## src/hw/rtl/vtg_pkg.sv

```systemverilog
// ----------------------------------------------------------------------------
// vtg_pkg: shared types and constants of the vbap triangle gain block
// Payload structs, queue entry, register codes and fixed-point widths.
// ----------------------------------------------------------------------------
package vtg_pkg;

    localparam int DIR_W   = 16;
    localparam int MAT_W   = 24;
    localparam int IDX_W   = 13;
    localparam int GAIN_W  = 17;
    localparam int PROD_W  = 40;
    localparam int G_W     = 42;
    localparam int MAG_W   = 40;
    localparam int HALF_W  = 20;
    localparam int SQ_W    = 80;
    localparam int S_W     = 82;
    localparam int SMALL_W = 18;
    localparam int T_W     = 36;
    localparam int CMP_W   = 83;
    localparam int SUM_W   = 42;
    localparam int NUM_W   = 58;
    localparam int FRAC_W  = 16;

    localparam int QUEUE_DEPTH = 4;
    localparam int QPTR_W      = $clog2(QUEUE_DEPTH);
    localparam int QCNT_W      = $clog2(QUEUE_DEPTH + 1);

    // register indexes
    localparam logic [1:0] REG_VERTEX_A   = 2'd0;
    localparam logic [1:0] REG_VERTEX_B   = 2'd1;
    localparam logic [1:0] REG_VERTEX_C   = 2'd2;
    localparam logic [1:0] REG_MEAS_COUNT = 2'd3;

    // -0.001 in 2^-30 units
    localparam logic signed [G_W-1:0] INSIDE_LIMIT = -42'sd1073742;

    // 1e14 = (1e7)^2, split for two narrow multiplies
    localparam logic [46:0] KEEP_SQ   = 47'd100000000000000;
    localparam int          KEEP_LO_W = 24;
    localparam logic [KEEP_LO_W-1:0] KEEP_LO = KEEP_SQ[KEEP_LO_W-1:0];
    localparam logic [46-KEEP_LO_W:0] KEEP_HI = KEEP_SQ[46:KEEP_LO_W];

    localparam logic [GAIN_W-1:0] GAIN_ONE = 17'd65536;

    typedef logic signed [G_W-1:0] graw_t;

    typedef struct packed {
        logic signed [DIR_W-1:0] dir_x;
        logic signed [DIR_W-1:0] dir_y;
        logic signed [DIR_W-1:0] dir_z;
        logic signed [MAT_W-1:0] mat_00;
        logic signed [MAT_W-1:0] mat_01;
        logic signed [MAT_W-1:0] mat_02;
        logic signed [MAT_W-1:0] mat_10;
        logic signed [MAT_W-1:0] mat_11;
        logic signed [MAT_W-1:0] mat_12;
        logic signed [MAT_W-1:0] mat_20;
        logic signed [MAT_W-1:0] mat_21;
        logic signed [MAT_W-1:0] mat_22;
    } in_item_t;

    typedef struct packed {
        logic              inside_res;
        logic [1:0]        used_count;
        logic [IDX_W-1:0]  out_index_0;
        logic [GAIN_W-1:0] out_gain_0;
        logic [IDX_W-1:0]  out_index_1;
        logic [GAIN_W-1:0] out_gain_1;
        logic [IDX_W-1:0]  out_index_2;
        logic [GAIN_W-1:0] out_gain_2;
    } out_item_t;

    typedef struct packed {
        logic  in_tri;
        graw_t g0;
        graw_t g1;
        graw_t g2;
    } q_item_t;

    typedef struct packed {
        logic [IDX_W-1:0] idx_a;
        logic [IDX_W-1:0] idx_b;
        logic [IDX_W-1:0] idx_c;
        logic [IDX_W-1:0] limit;
    } cfg_t;

    typedef struct packed {
        logic full;
        logic empty;
    } q_status_t;

endpackage

```

## src/hw/rtl/vtg_queue.sv

```systemverilog
// ----------------------------------------------------------------------------
// vtg_queue: small queue between front and back
// Register-based fifo; push and pop may happen in the same cycle.
// ----------------------------------------------------------------------------
module vtg_queue (
    input  logic               aclk,
    input  logic               aresetn,
    input  logic               push,
    input  vtg_pkg::q_item_t   push_data,
    input  logic               pop,
    output vtg_pkg::q_item_t   head,
    output vtg_pkg::q_status_t status
);
    import vtg_pkg::*;

    q_item_t           mem_reg [QUEUE_DEPTH];
    logic [QPTR_W-1:0] wr_ptr_reg;
    logic [QPTR_W-1:0] rd_ptr_reg;
    logic [QCNT_W-1:0] count_reg;
    logic              do_push;
    logic              do_pop;

    assign status.full  = (count_reg == QCNT_W'(QUEUE_DEPTH));
    assign status.empty = (count_reg == '0);
    assign do_push      = push && !status.full;
    assign do_pop       = pop && !status.empty;
    assign head         = mem_reg[rd_ptr_reg];

    // pointers and fill count
    always_ff @(posedge aclk) begin
        if (!aresetn) begin
            wr_ptr_reg <= '0;
            rd_ptr_reg <= '0;
            count_reg  <= '0;
        end else begin
            if (do_push) begin
                wr_ptr_reg <= wr_ptr_reg + 1'b1;
            end
            if (do_pop) begin
                rd_ptr_reg <= rd_ptr_reg + 1'b1;
            end
            if (do_push && !do_pop) begin
                count_reg <= count_reg + 1'b1;
            end else if (do_pop && !do_push) begin
                count_reg <= count_reg - 1'b1;
            end
        end
        if (do_push) begin
            mem_reg[wr_ptr_reg] <= push_data;
        end
    end

endmodule

```

## config.mk

```make
export PLATFORM = sky130hd
export DESIGN_NAME = vtg_queue
export DESIGN_NICKNAME = d
export VERILOG_FILES = /design/src/hw/rtl/vtg_pkg.sv /design/src/hw/rtl/vtg_queue.sv
export SDC_FILE = /design/constraint.sdc
export NUM_CORES = 1
export LEC_CHECK = 0
export ABC_AREA = 1
export BUFFER_PORTS_ARGS = -buffer_cell sky130_fd_sc_hd__buf_2
export CAP_MARGIN = 20
export CORE_ASPECT_RATIO = 1.25
export CORE_MARGIN = 2
export CORE_UTILIZATION = 45
export CTS_CLUSTER_DIAMETER = 40
export CTS_CLUSTER_SIZE = 24
export DETAILED_ROUTE_END_ITERATION = 6
export HOLD_SLACK_MARGIN = 0.1
export PLACE_DENSITY_LB_ADDON = 0.2
export SLEW_MARGIN = 20
export SYNTH_ARGS = -nofsm -noshare
export SYNTH_HDL_FRONTEND = slang
export SYNTH_SLANG_ARGS = --single-unit
export TNS_END_PERCENT = 50
```

## constraint.sdc

```tcl
create_clock -name aclk -period 14.7 [get_ports aclk]
set_clock_uncertainty 0.15 [all_clocks]
set_input_delay 0.735 -clock aclk [delete_from_list [all_inputs] [get_ports aclk]]
set_output_delay 0.735 -clock aclk [all_outputs]
set_load 0.01 [all_outputs]
```

==> insert_results.sql, run 1 <==
INSERT INTO impl_metrics (metric_group, metric, value, unit) VALUES
('grt', 'first_global_vias', '11200', ''),
('worst_setup_path', 'startpoint_type_of_the_worst_setup_path', 'flip-flop', ''),
('final_layout', 'finalCoreUtilization', '54.2', '%'),
('power_and_ir_drop', 'design_power_total', '4.09', 'mW'),
('clock_tree', 'cts_max_level', '2', ''),
('power_and_ir_drop', 'clock_power_share', '33.5', '%'),
('clock_tree', 'clk_pin_slew', '0.06', 'ns'),
('clock_tree', 'ctsLongestPathBuffers', '3', ''),
('placement', 'dp_hpwl', '22600', 'µm'),
('job', 'cap_viol_max_count', '0', ''),
('clock_tree', 'clock_sink_count', '517', ''),
('yosys', 'synth_seq_area_share', '80.5', '%'),
('power_and_ir_drop', 'switching_share', '30.3', '%'),
('grt', 'globalRouteOverflowTotal', '0', ''),
('worst_setup_path', 'arrival', '3.32', 'ns'),
('placement', 'pre_cts_slack', '10.58', 'ns'),
('clock_tree', 'number_of_cells_upsized_or_downsized_after_cts', '0', ''),
('timing', 'timing.fmax', '238', 'MHz'),
('power_and_ir_drop', 'worst_case_vdd_ir_drop', '0.000123', 'V'),
('yosys', 'post_synth.cell_area_avg', '14.8', 'µm²'),
('routing', 'drt_drc_violations_left', '0', ''),
('timing', 'worst_pin_slew', '1.05', 'ns'),
('power_and_ir_drop', 'power_report.internal_total', '2.85', 'mW'),
('yosys', 'post_synth_net_total', '1435', ''),
('min_path', 'timing.hold.worst.class', 'in -> reg', ''),
('power_and_ir_drop', 'share_of_total_power_in_combinational_logic', '21.3', '%'),
('worst_setup_path', 'cp_max_fo', '84', ''),
('power_and_ir_drop', 'power_density_normalized_to_cell_area', '180', 'nW/µm²'),
('final_layout', 'final.fill_count', '3504', ''),
('grt', 'antenna_violations_before_repair', '10', ''),
('die', 'fp.dieArea', '44300', 'µm²'),
('yosys', 'yosys_warnings', '0', ''),
('routing', 'dr_total_vias', '11500', ''),
('timing', 'report.final.setup_viol', '0', ''),
('timing', 'final.period_utilization', '28.6', '%'),
('routing', 'detail_route.iter0.violations', '818', ''),
('timing', 'fin_setup_tns', '0', 'ns'),
('timing', 'final_period_minus_worst_setup_slack', '4.21', 'ns'),
('clock_tree', 'cts_hold_buffers', '0', ''),
('clock_tree', 'root_buffer_cell', 'sky130_fd_sc_hd__clkbuf_16', ''),
('routing', 'drt.antenna.violating_nets', '0', ''),
('yosys', 'ys_types', '21', ''),
('final_layout', 'design.final.nets', '1682', ''),
('timing', 'finalMaxSlewViolations', '0', ''),
('yosys', 'synth_seq_cells', '517', ''),
('clock_tree', 'tritoncts_clock_tree', 'built', ''),
('die', 'design.portCount', '260', ''),
('run_status', 'result_of_the_run', 'completed', ''),
('routing', 'wl', '42100', 'µm'),
('yosys', 'synthesis.instances', '1298', ''),
('die', 'num_rows', '84', ''),
('die', 'design.core.area', '42000', 'µm²'),
('power_and_ir_drop', 'static-leakage-power', '7.93', 'nW'),
('final_layout', 'largest_register_ffs', '508', ''),
('final_layout', 'final_layout_size_suffix_gt1_share', '23.7', '%'),
('grt', 'grt_start_max_net_pins', '100', ''),
('worst_setup_path', 'worstSetupEndpointType', 'output port', ''),
('placement', 'place.port_buffers', '259', ''),
('power_and_ir_drop', 'share_of_power_burned_in_registers', '45.2', '%'),
('worst_setup_path', 'worst_ep_required_time', '13.82', 'ns'),
('timing', 'grt_setup_unrepaired', 'false', ''),
('timing', 'minimum_setup_slack_in_the_final_design', '10.49', 'ns'),
('yosys', 'syn-cell-area', '19200', 'µm²'),
('die', 'floorplan.initialDensity', '45.6', '%'),
('routing', 'detailedRoute.firstPassIterationCount', '4', ''),
('die', 'dieWidth', '189', 'µm'),
('worst_setup_path', 'path_class', 'reg -> out', ''),
('grt', 'grt_resource_usage_total', '18.7', '%'),
('timing', 'worst_slew_margin_rel', '29.9', '%'),
('power_and_ir_drop', 'p_switching', '1.24', 'mW'),
('placement', 'gp_congestion', '0.741', ''),
('timing', 'finalHoldViolations', '0', ''),
('die', 'die_h', '235', 'µm'),
('final_layout', 'area_growth', '18.8', '%'),
('routing', 'post_drt_via_cell_ratio', '5.36', ''),
('clock_tree', 'post-cts-setup-buffers', '0', ''),
('routing', 'wl_per_cell', '19.5', 'µm'),
('clock_tree', 'clk_latency', '0.56', 'ns'),
('clock_tree', 'cts_buffers', '55', ''),
('grt', 'grt_pass1_wl', '63900', 'µm');
## critical path: stages, from the launching register on
cell and delay, ns:
sky130_fd_sc_hd__dfxtp_4 0.58, sky130_fd_sc_hd__inv_4 0.50, sky130_fd_sc_hd__buf_4 0.87, sky130_fd_sc_hd__o21ai_0 0.22, sky130_fd_sc_hd__o22ai_1 0.29, sky130_fd_sc_hd__buf_2 0.20
## worst paths after layout
| kind | startpoint | endpoint | slack, ns | cells after the start |
|---|---|---|---|---|
| hold reg to reg | rd_ptr_reg[1] | flip-flop | 0.36 | 2 |
| setup reg to reg | count_reg[0] | mem_reg[3][116] | 10.90 | 6 |
| hold / removal | push_data[18] | mem_reg[2][18] | 0.22 | 1 |
| setup / recovery | flip-flop | head[20] | 10.49 | 5 |
## power groups by stage
stage	combinational, mW	clock, mW	sequential [mW]
CTS	0.891	1.40	1.85
global route	0.970	1.46	1.87
finish	0.873	1.37	1.85
global placement	0.876	0	1.88
detailed placement	0.888	0	1.89
floorplan	0.547	0	1.88
## cell usage after synthesis, drive strengths merged
master	instances	area (µm²)
ha	5	62.6
xor2	1	8.76
dfxtp	9	180
nand2	15	56.3
clkinv	1	3.75
a21oi	3	15.0
nand3	4	20.0
nor2	268	1010
o21ai	255	1280
clkbuf	56	211
o22ai	127	795
edfxtp	508	15300
inv	17	63.8
buf	27	199
fa	1	20.0
nand3b	1	7.51
## layout make-up
class | instances | area [µm²] | area share, %
sequential | 517 | 15400 | 67.8
multi-input combinational | 680 | 3300 | 14.5
clock buffer | 62 | 1460 | 6.39
timing repair buffer | 273 | 1400 | 6.15
tap | 559 | 699 | 3.07
clock inverter | 40 | 395 | 1.74
inverter | 18 | 75.1 | 0.330
antenna | 5 | 12.5 | 0.0549
## stage by stage
step / area [µm²] / hold slack (ns) / instances
2_1_floorplan: 19200 / 0.315 / 1298
3_5_place_dp: 20900 / 0.346 / 2047
3_3_place_gp: 20900 / 0.332 / 2047
4_1_cts: 22800 / 0.183 / 2149
6_report: 22800 / 0.221 / 2154
5_1_grt: 22800 / 0.192 / 2152
## metal layers
metal	part of all wire, %	up-vias	wire (µm)	GRT usage (%)
li1	-	5404	-	-
met2	50	287	20900	31.3
met3	6.8	76	2870	5.26
met5	0.19	-	81	0
met1	41	5758	17200	23.4
met4	2.4	12	1020	6.34
## cell usage in the layout, fill, tap and decap left out
cell type / n
sky130_fd_sc_hd__a21oi_1: 3
sky130_fd_sc_hd__buf_2: 259
sky130_fd_sc_hd__buf_4: 14
sky130_fd_sc_hd__bufinv_16: 3
sky130_fd_sc_hd__clkbuf_1: 4
sky130_fd_sc_hd__clkbuf_16: 57
sky130_fd_sc_hd__clkbuf_8: 1
sky130_fd_sc_hd__clkinv_1: 2
sky130_fd_sc_hd__clkinv_2: 8
sky130_fd_sc_hd__clkinv_4: 4
sky130_fd_sc_hd__clkinv_8: 3
sky130_fd_sc_hd__clkinvlp_4: 7
sky130_fd_sc_hd__dfxtp_1: 7
sky130_fd_sc_hd__dfxtp_4: 2
sky130_fd_sc_hd__diode_2: 5
sky130_fd_sc_hd__edfxtp_1: 508
sky130_fd_sc_hd__fa_1: 1
sky130_fd_sc_hd__ha_1: 5
sky130_fd_sc_hd__inv_1: 16
sky130_fd_sc_hd__inv_4: 1
sky130_fd_sc_hd__inv_6: 11
sky130_fd_sc_hd__inv_8: 3
sky130_fd_sc_hd__nand2_1: 15
sky130_fd_sc_hd__nand3_1: 4
sky130_fd_sc_hd__nand3b_1: 1
sky130_fd_sc_hd__nor2_1: 264
sky130_fd_sc_hd__nor2_4: 4
sky130_fd_sc_hd__o21ai_0: 250
sky130_fd_sc_hd__o21ai_1: 5
sky130_fd_sc_hd__o22ai_1: 127
sky130_fd_sc_hd__xor2_1: 1
## logic make-up after synthesis
family,after synthesis,synth area share [%]
buffers and inverters,101,2.49
AO/OA/AOI/OAI,385,10.9
flip-flops,517,80.5
AND/OR/NAND/NOR,288,5.68
XOR/XNOR,1,0.0457
adder cells (fa/ha/maj),6,0.431
Note: power is estimated with default switching activity, not from simulation.
==> run 2, diff against run 1 <==
- clock period: 14.7 -> 3.5 ns (I/O delays scaled with it)
==> run 2 against run 1 <==
Compared with the run above:
- die area unchanged
- via count increased by 4.6%
- non-clock buffer count increased by 135
- total power increased to 4.3 times the previous value
- sequential cell count unchanged
- combinational power increased to 4.5 times the previous value
- critical path depth decreased by 1
- largest power group unchanged
==> insert_results.sql, run 2 (synthesis gave the netlist of run 1 again) <==
INSERT INTO impl_metrics (metric_group, metric, value, unit) VALUES
('run_status', 'result_of_the_run', 'completed', ''),
('die', 'num_rows', '84', ''),
('job', 'cap_viol_max_count', '0', ''),
('power_and_ir_drop', 'worst_case_vdd_ir_drop', '0.000492', 'V'),
('timing', 'report.final.setup_viol', '0', ''),
('routing', 'detailedRoute.firstPassIterationCount', '5', ''),
('worst_setup_path', 'cp_slowest_cell', 'sky130_fd_sc_hd__buf_4', ''),
('power_and_ir_drop', 'power_report.internal_total', '12.2', 'mW'),
('grt', 'first_global_vias', '11900', ''),
('die', 'die_h', '235', 'µm'),
('worst_setup_path', 'cp_max_fo', '82', ''),
('power_and_ir_drop', 'p_switching', '5.44', 'mW'),
('timing', 'timing.fmax', '320', 'MHz'),
('timing', 'worst_slew_margin_rel', '47.6', '%'),
('clock_tree', 'clk_latency', '0.60', 'ns'),
('clock_tree', 'cts_max_level', '2', ''),
('clock_tree', 'tritoncts_clock_tree', 'built', ''),
('power_and_ir_drop', 'static-leakage-power', '8.60', 'nW'),
('worst_setup_path', 'startpoint_type_of_the_worst_setup_path', 'flip-flop', ''),
('die', 'design.core.area', '42000', 'µm²'),
('power_and_ir_drop', 'share_of_power_burned_in_registers', '43.7', '%'),
('die', 'fp.dieArea', '44300', 'µm²'),
('grt', 'grt_start_max_net_pins', '129', ''),
('final_layout', 'largest_register_ffs', '508', ''),
('timing', 'final_period_minus_worst_setup_slack', '3.13', 'ns'),
('worst_setup_path', 'worst_ep_required_time', '3.17', 'ns'),
('die', 'design.portCount', '260', ''),
('placement', 'dp_cells', '2051', ''),
('final_layout', 'mostFrequentLayoutCell', 'sky130_fd_sc_hd__edfxtp_1', ''),
('routing', 'detail_route.iter0.violations', '602', ''),
('placement', 'gp_congestion', '0.735', ''),
('placement', 'dp_hpwl', '22900', 'µm'),
('routing', 'wl', '43800', 'µm'),
('routing', 'dr_total_vias', '12100', ''),
('timing', 'whs', '0.169', 'ns'),
('worst_setup_path', 'critical_path.max_stage_delay', '0.71', 'ns'),
('timing', 'worst_pin_slew', '0.787', 'ns'),
('clock_tree', 'ctsLongestPathBuffers', '3', ''),
('grt', 'antenna_violations_before_repair', '4', ''),
('routing', 'post_drt_via_cell_ratio', '5.27', ''),
('clock_tree', 'root_buffer_cell', 'sky130_fd_sc_hd__clkbuf_16', ''),
('timing', 'final.period_utilization', '89.3', '%'),
('routing', 'drt_drc_violations_left', '0', ''),
('power_and_ir_drop', 'design_power_total', '17.6', 'mW'),
('timing', 'grt_setup_unrepaired', 'false', ''),
('final_layout', 'final-instance-count-excl-fill', '2289', ''),
('timing', 'fin_setup_tns', '0', 'ns'),
('worst_setup_path', 'r2r_cell_count', '9', ''),
('power_and_ir_drop', 'clock_power_share', '33.9', '%'),
('grt', 'grt_pass1_wl', '66500', 'µm'),
('min_path', 'timing.hold.worst.class', 'in -> reg', ''),
('routing', 'drt.antenna.violating_nets', '0', ''),
('clock_tree', 'clock_sink_count', '517', ''),
('power_and_ir_drop', 'power_density_normalized_to_cell_area', '725', 'nW/µm²'),
('worst_setup_path', 'worstSetupEndpointType', 'output port', ''),
('grt', 'grt_resource_usage_total', '19.4', '%'),
('worst_setup_path', 'timing.critical_path.cells', 'buf_4 -> o21ai_0 -> o22ai_1 -> buf_2', ''),
('die', 'dieWidth', '189', 'µm'),
('timing', 'finalMaxSlewViolations', '0', ''),
('power_and_ir_drop', 'switching_share', '30.8', '%'),
('grt', 'globalRouteOverflowTotal', '0', ''),
('clock_tree', 'clk_pin_slew', '0.07', 'ns'),
('die', 'floorplan.initialDensity', '45.6', '%'),
('final_layout', 'area_growth', '26.9', '%'),
('timing', 'finalHoldViolations', '0', ''),
('placement', 'place.port_buffers', '259', ''),
('clock_tree', 'cts_buffers', '56', ''),
('worst_setup_path', 'path_class', 'reg -> out', ''),
('routing', 'wl_per_cell', '19.1', 'µm'),
('power_and_ir_drop', 'share_of_total_power_in_combinational_logic', '22.4', '%'),
('min_path', 'holdPathStages', '2', ''),
('final_layout', 'layout_common_cells', 'sky130_fd_sc_hd__edfxtp_1, sky130_fd_sc_hd__nor2_1, sky130_fd_sc_hd__buf_2, sky130_fd_sc_hd__o21ai_0, sky130_fd_sc_hd__dlygate4sd3_1', ''),
('final_layout', 'final_layout_size_suffix_gt1_share', '22.2', '%'),
('worst_setup_path', 'arrival', '2.80', 'ns'),
('clock_tree', 'post-cts-setup-buffers', '0', ''),
('final_layout', 'design.final.nets', '1818', '');
## run 2: cell count changes in the layout (fill, tap and decap cells not counted), sizes merged
cell and delta:
dlygate4sd3 +131, inv +8, clkbuf -5, clkinvlp -5, buf +4, clkinv +4
diode -3, bufinv +1
## run 2: metal layers
metal / track usage (%) / vias up / share of wire, %
li1: - / 5669 / -
met1: 24.7 / 5965 / 42
met2: 33.0 / 342 / 50
met4: 7.62 / 4 / 2.9
met5: 0 / - / 0.062
met3: 3.55 / 86 / 5.5
## run 2: worst max-delay path, delay by kind of cell, from the launching register on
kind	cells	cell delay [ns]
DFF	1	0.68
buffers and inverters	2	0.92
AOI/OAI and AO/OA	2	0.53
## run 2: cell type report
class | instances | area (µm²)
clock inverters | 48 | 529
diodes | 2 | 5.00
inverters | 18 | 75.1
clock buffers | 57 | 1410
flip-flops and latches | 517 | 15400
multi-input cells | 680 | 3300
fillers | 3351 | 17700
repair buffers | 408 | 2880
well taps | 559 | 699
## run 2: power by group through the flow
stage	sequential, mW	clock (mW)	combinational [mW]
detailed placement	7.84	0	3.91
CTS	7.71	6.11	4.04
global placement	7.83	0	3.87
global route	7.76	6.34	4.36
finish	7.71	5.98	3.96
floorplan	7.83	0	2.30
## run 2: stage by stage
step	instance area [µm²]	setup slack (ns)	util, %
6_report	24300	0.375	57.9
5_1_grt	24300	0.135	57.9
4_1_cts	24300	0.333	57.9
3_5_place_dp	21100	1.00	50.1
3_3_place_gp	21100	1.03	50.1
2_1_floorplan	19200	-1.10	-
## run 2: repair_timing
action / in CTS / in global routing
hold buffers: 131 / 0
gates resized for setup: 0 / 0
endpoints found under the hold margin: 517 / 0
## run 2: path summary, 6_finish.rpt
path	from	endpoint	slack, ns
max reg2reg	count_reg[0]	count_reg[1]	1.12
max	flip-flop	head[115]	0.37
min reg2reg	rd_ptr_reg[1]	flip-flop	0.35
min	push_data[19]	mem_reg[0][19]	0.17
==> run 3, diff against run 2 <==
- CORE_UTILIZATION: 45 -> 52
==> run 3 against run 2 <==
Compared with the run above:
- routed wire length decreased by 4.2%
- critical path depth unchanged
- count of clock-buffer cells in the layout fell by 6
- hold slack better by 0.026 ns
- total power shrank 4.1%
- combinational power is 1% lower
- global-route usage up 2.2 points
- maximum frequency rose by 3.5%
- first-iteration DRC count rose by 43%
==> insert_results.sql, run 3 (synthesis gave the netlist of run 1 again) <==
INSERT INTO impl_metrics (metric_group, metric, value, unit) VALUES
('worst_setup_path', 'critical-path-top-delay-family', 'flip-flops', ''),
('timing', 'timing.fmax', '331', 'MHz'),
('worst_setup_path', 'critical_path.max_stage_delay', '0.71', 'ns'),
('final_layout', 'largest_register_ffs', '508', ''),
('job', 'cap_viol_max_count', '0', ''),
('clock_tree', 'cts_buffers', '49', ''),
('grt', 'globalRouteOverflowTotal', '0', ''),
('min_path', 'holdPathStages', '2', ''),
('grt', 'grt_pass1_wl', '64500', 'µm'),
('routing', 'wl', '41900', 'µm'),
('worst_setup_path', 'startpoint_type_of_the_worst_setup_path', 'flip-flop', ''),
('placement', 'gp_congestion', '0.735', ''),
('worst_setup_path', 'path_class', 'reg -> out', ''),
('power_and_ir_drop', 'worst_case_vdd_ir_drop', '0.000558', 'V'),
('worst_setup_path', 'critical_path_buf_inv_count', '2', ''),
('final_layout', 'design_area', '23900', 'µm²'),
('placement', 'dp_hpwl', '22400', 'µm'),
('clock_tree', 'root_buffer_cell', 'sky130_fd_sc_hd__clkbuf_16', ''),
('power_and_ir_drop', 'p_switching', '5.22', 'mW'),
('placement', 'dp_cells', '1974', ''),
('grt', 'antenna_violations_before_repair', '4', ''),
('power_and_ir_drop', 'share_of_power_burned_in_registers', '45.6', '%'),
('final_layout', 'design.final.nets', '1813', ''),
('routing', 'post_drt_via_cell_ratio', '5.47', ''),
('run_status', 'result_of_the_run', 'completed', ''),
('worst_setup_path', 'cp_slowest_cell', 'sky130_fd_sc_hd__dfxtp_4', ''),
('die', 'dieWidth', '176', 'µm'),
('timing', 'worst_slew_margin_rel', '38.2', '%'),
('power_and_ir_drop', 'power_report.internal_total', '11.7', 'mW'),
('final_layout', 'final-instance-count-excl-fill', '2199', ''),
('routing', 'drt.antenna.violating_nets', '0', ''),
('worst_setup_path', 'depth_of_the_critical_timing_path_with_buffers_and_inverters_included', '4', ''),
('grt', 'grt_resource_usage_total', '21.6', '%'),
('clock_tree', 'clock_sink_count', '517', ''),
('grt', 'grt_start_max_net_pins', '175', ''),
('power_and_ir_drop', 'switching_share', '30.9', '%'),
('die', 'die_h', '219', 'µm'),
('timing', 'final.period_utilization', '86.3', '%'),
('die', 'floorplan.initialDensity', '52.8', '%'),
('worst_setup_path', 'worst_ep_required_time', '3.17', 'ns'),
('clock_tree', 'cts_max_level', '2', ''),
('min_path', 'timing.hold.worst.class', 'in -> reg', ''),
('die', 'num_rows', '78', ''),
('worst_setup_path', 'worstSetupEndpointType', 'output port', ''),
('die', 'design.core.area', '36300', 'µm²'),
('routing', 'detailedRoute.firstPassIterationCount', '4', ''),
('timing', 'whs', '0.194', 'ns'),
('power_and_ir_drop', 'static-leakage-power', '8.46', 'nW'),
('clock_tree', 'ctsLongestPathBuffers', '3', ''),
('final_layout', 'final_layout_size_suffix_gt1_share', '21.9', '%'),
('placement', 'place.port_buffers', '259', ''),
('timing', 'report.final.setup_viol', '0', ''),
('worst_setup_path', 'r2r_cell_count', '9', ''),
('worst_setup_path', 'r2r_slack', '1.20', 'ns'),
('timing', 'final_period_minus_worst_setup_slack', '3.02', 'ns'),
('final_layout', 'layout_common_cells', 'sky130_fd_sc_hd__edfxtp_1, sky130_fd_sc_hd__nor2_1, sky130_fd_sc_hd__buf_2, sky130_fd_sc_hd__o21ai_0, sky130_fd_sc_hd__dlygate4sd3_1', ''),
('power_and_ir_drop', 'power_density_normalized_to_cell_area', '706', 'nW/µm²'),
('power_and_ir_drop', 'share_of_total_power_in_combinational_logic', '23.2', '%'),
('clock_tree', 'clk_latency', '0.55', 'ns'),
('worst_setup_path', 'arrival', '2.69', 'ns'),
('routing', 'dr_total_vias', '12000', ''),
('timing', 'finalMaxSlewViolations', '0', ''),
('worst_setup_path', 'cp_max_fo', '174', ''),
('timing', 'grt_setup_unrepaired', 'false', ''),
('power_and_ir_drop', 'design_power_total', '16.9', 'mW'),
('final_layout', 'mostFrequentLayoutCell', 'sky130_fd_sc_hd__edfxtp_1', ''),
('routing', 'wl_per_cell', '19.1', 'µm'),
('power_and_ir_drop', 'clock_power_share', '31.2', '%'),
('placement', 'placement.cell_area', '21000', 'µm²'),
('routing', 'detail_route.iter0.violations', '858', ''),
('die', 'fp.dieArea', '38400', 'µm²'),
('final_layout', 'area_growth', '24.9', '%'),
('timing', 'finalHoldViolations', '0', ''),
('die', 'design.portCount', '260', ''),
('grt', 'first_global_vias', '11900', ''),
('worst_setup_path', 'timing.critical_path.cells', 'buf_12 -> o21ai_0 -> o22ai_1 -> buf_2', ''),
('clock_tree', 'clk_pin_slew', '0.07', 'ns'),
('timing', 'worst_pin_slew', '0.926', 'ns'),
('routing', 'drt_drc_violations_left', '0', ''),
('clock_tree', 'tritoncts_clock_tree', 'built', '');
## run 3: cell count changes in the layout (fill, tap and decap cells not counted), moves of 2 or more
cell / change
sky130_fd_sc_hd__clkinv_8: -6
sky130_fd_sc_hd__clkbuf_16: -5
sky130_fd_sc_hd__clkinv_4: +8
sky130_fd_sc_hd__clkinv_1: -3
sky130_fd_sc_hd__clkinvlp_4: +2
sky130_fd_sc_hd__buf_4: +3
sky130_fd_sc_hd__inv_6: -5
sky130_fd_sc_hd__bufinv_16: -3
## run 3: final timing paths
kind / to / start
setup / recovery: head[114] / flip-flop
hold / removal: mem_reg[0][33] / push_data[33]
setup reg to reg: count_reg[1] / count_reg[1]
hold reg to reg: flip-flop / rd_ptr_reg[1]
## run 3: area by class of cell
cell class	instances	area (µm²)
fill	2631	12400
timing repair buffer	410	2880
multi-input combinational	680	3300
inverter	18	73.8
antenna	3	7.51
clock buffer	51	1280
tap	480	601
sequential	517	15400
clock inverter	40	369
## run 3: per-stage QoR
stage / utilization, % / setup TNS (ns) / worst slack (ns)
after floorplan: - / -559.70 / -1.10
after global placement: 57.8 / 0 / 1.20
after detailed placement: 57.8 / 0 / 1.14
after CTS: 65.9 / 0 / 0.545
after global routing: 66.0 / 0 / 0.333
final: 66.0 / 0 / 0.481
## run 3: worst register-to-register path, delay by kind of cell (launching register included)
family / cells / cell delay [ns]
DFF: 1 / 0.34
adders and majority gates: 2 / 0.64
and+or+nand+nor: 4 / 0.68
buffers and inverters: 2 / 0.21
AOI/OAI and AO/OA: 1 / 0.17
## run 3: routing by layer
metal	track usage [%]	vias to the layer above	share of wire, %
met3	4.49	64	6.4
met5	0	-	0.038
met2	37.4	382	51
li1	-	5662	-
met4	6.39	2	2.3
met1	27.8	5908	41
## run 3: what timing repair did
item                      in CTS  in global routing
buffers inserted               0                  0
hold buffers                 131                  0
hold endpoints to repair     517                  0
gates resized for setup        0                  0
## run 3: power by group through the flow
stage               registers (mW)  clock network (mW)  logic, mW
finish                        7.71                5.28       3.92
detailed placement            7.85                   0       3.84
CTS                           7.72                5.37       3.97
global placement              7.83                   0       3.79
floorplan                     7.83                   0       2.30
global route                  7.77                5.62       4.32
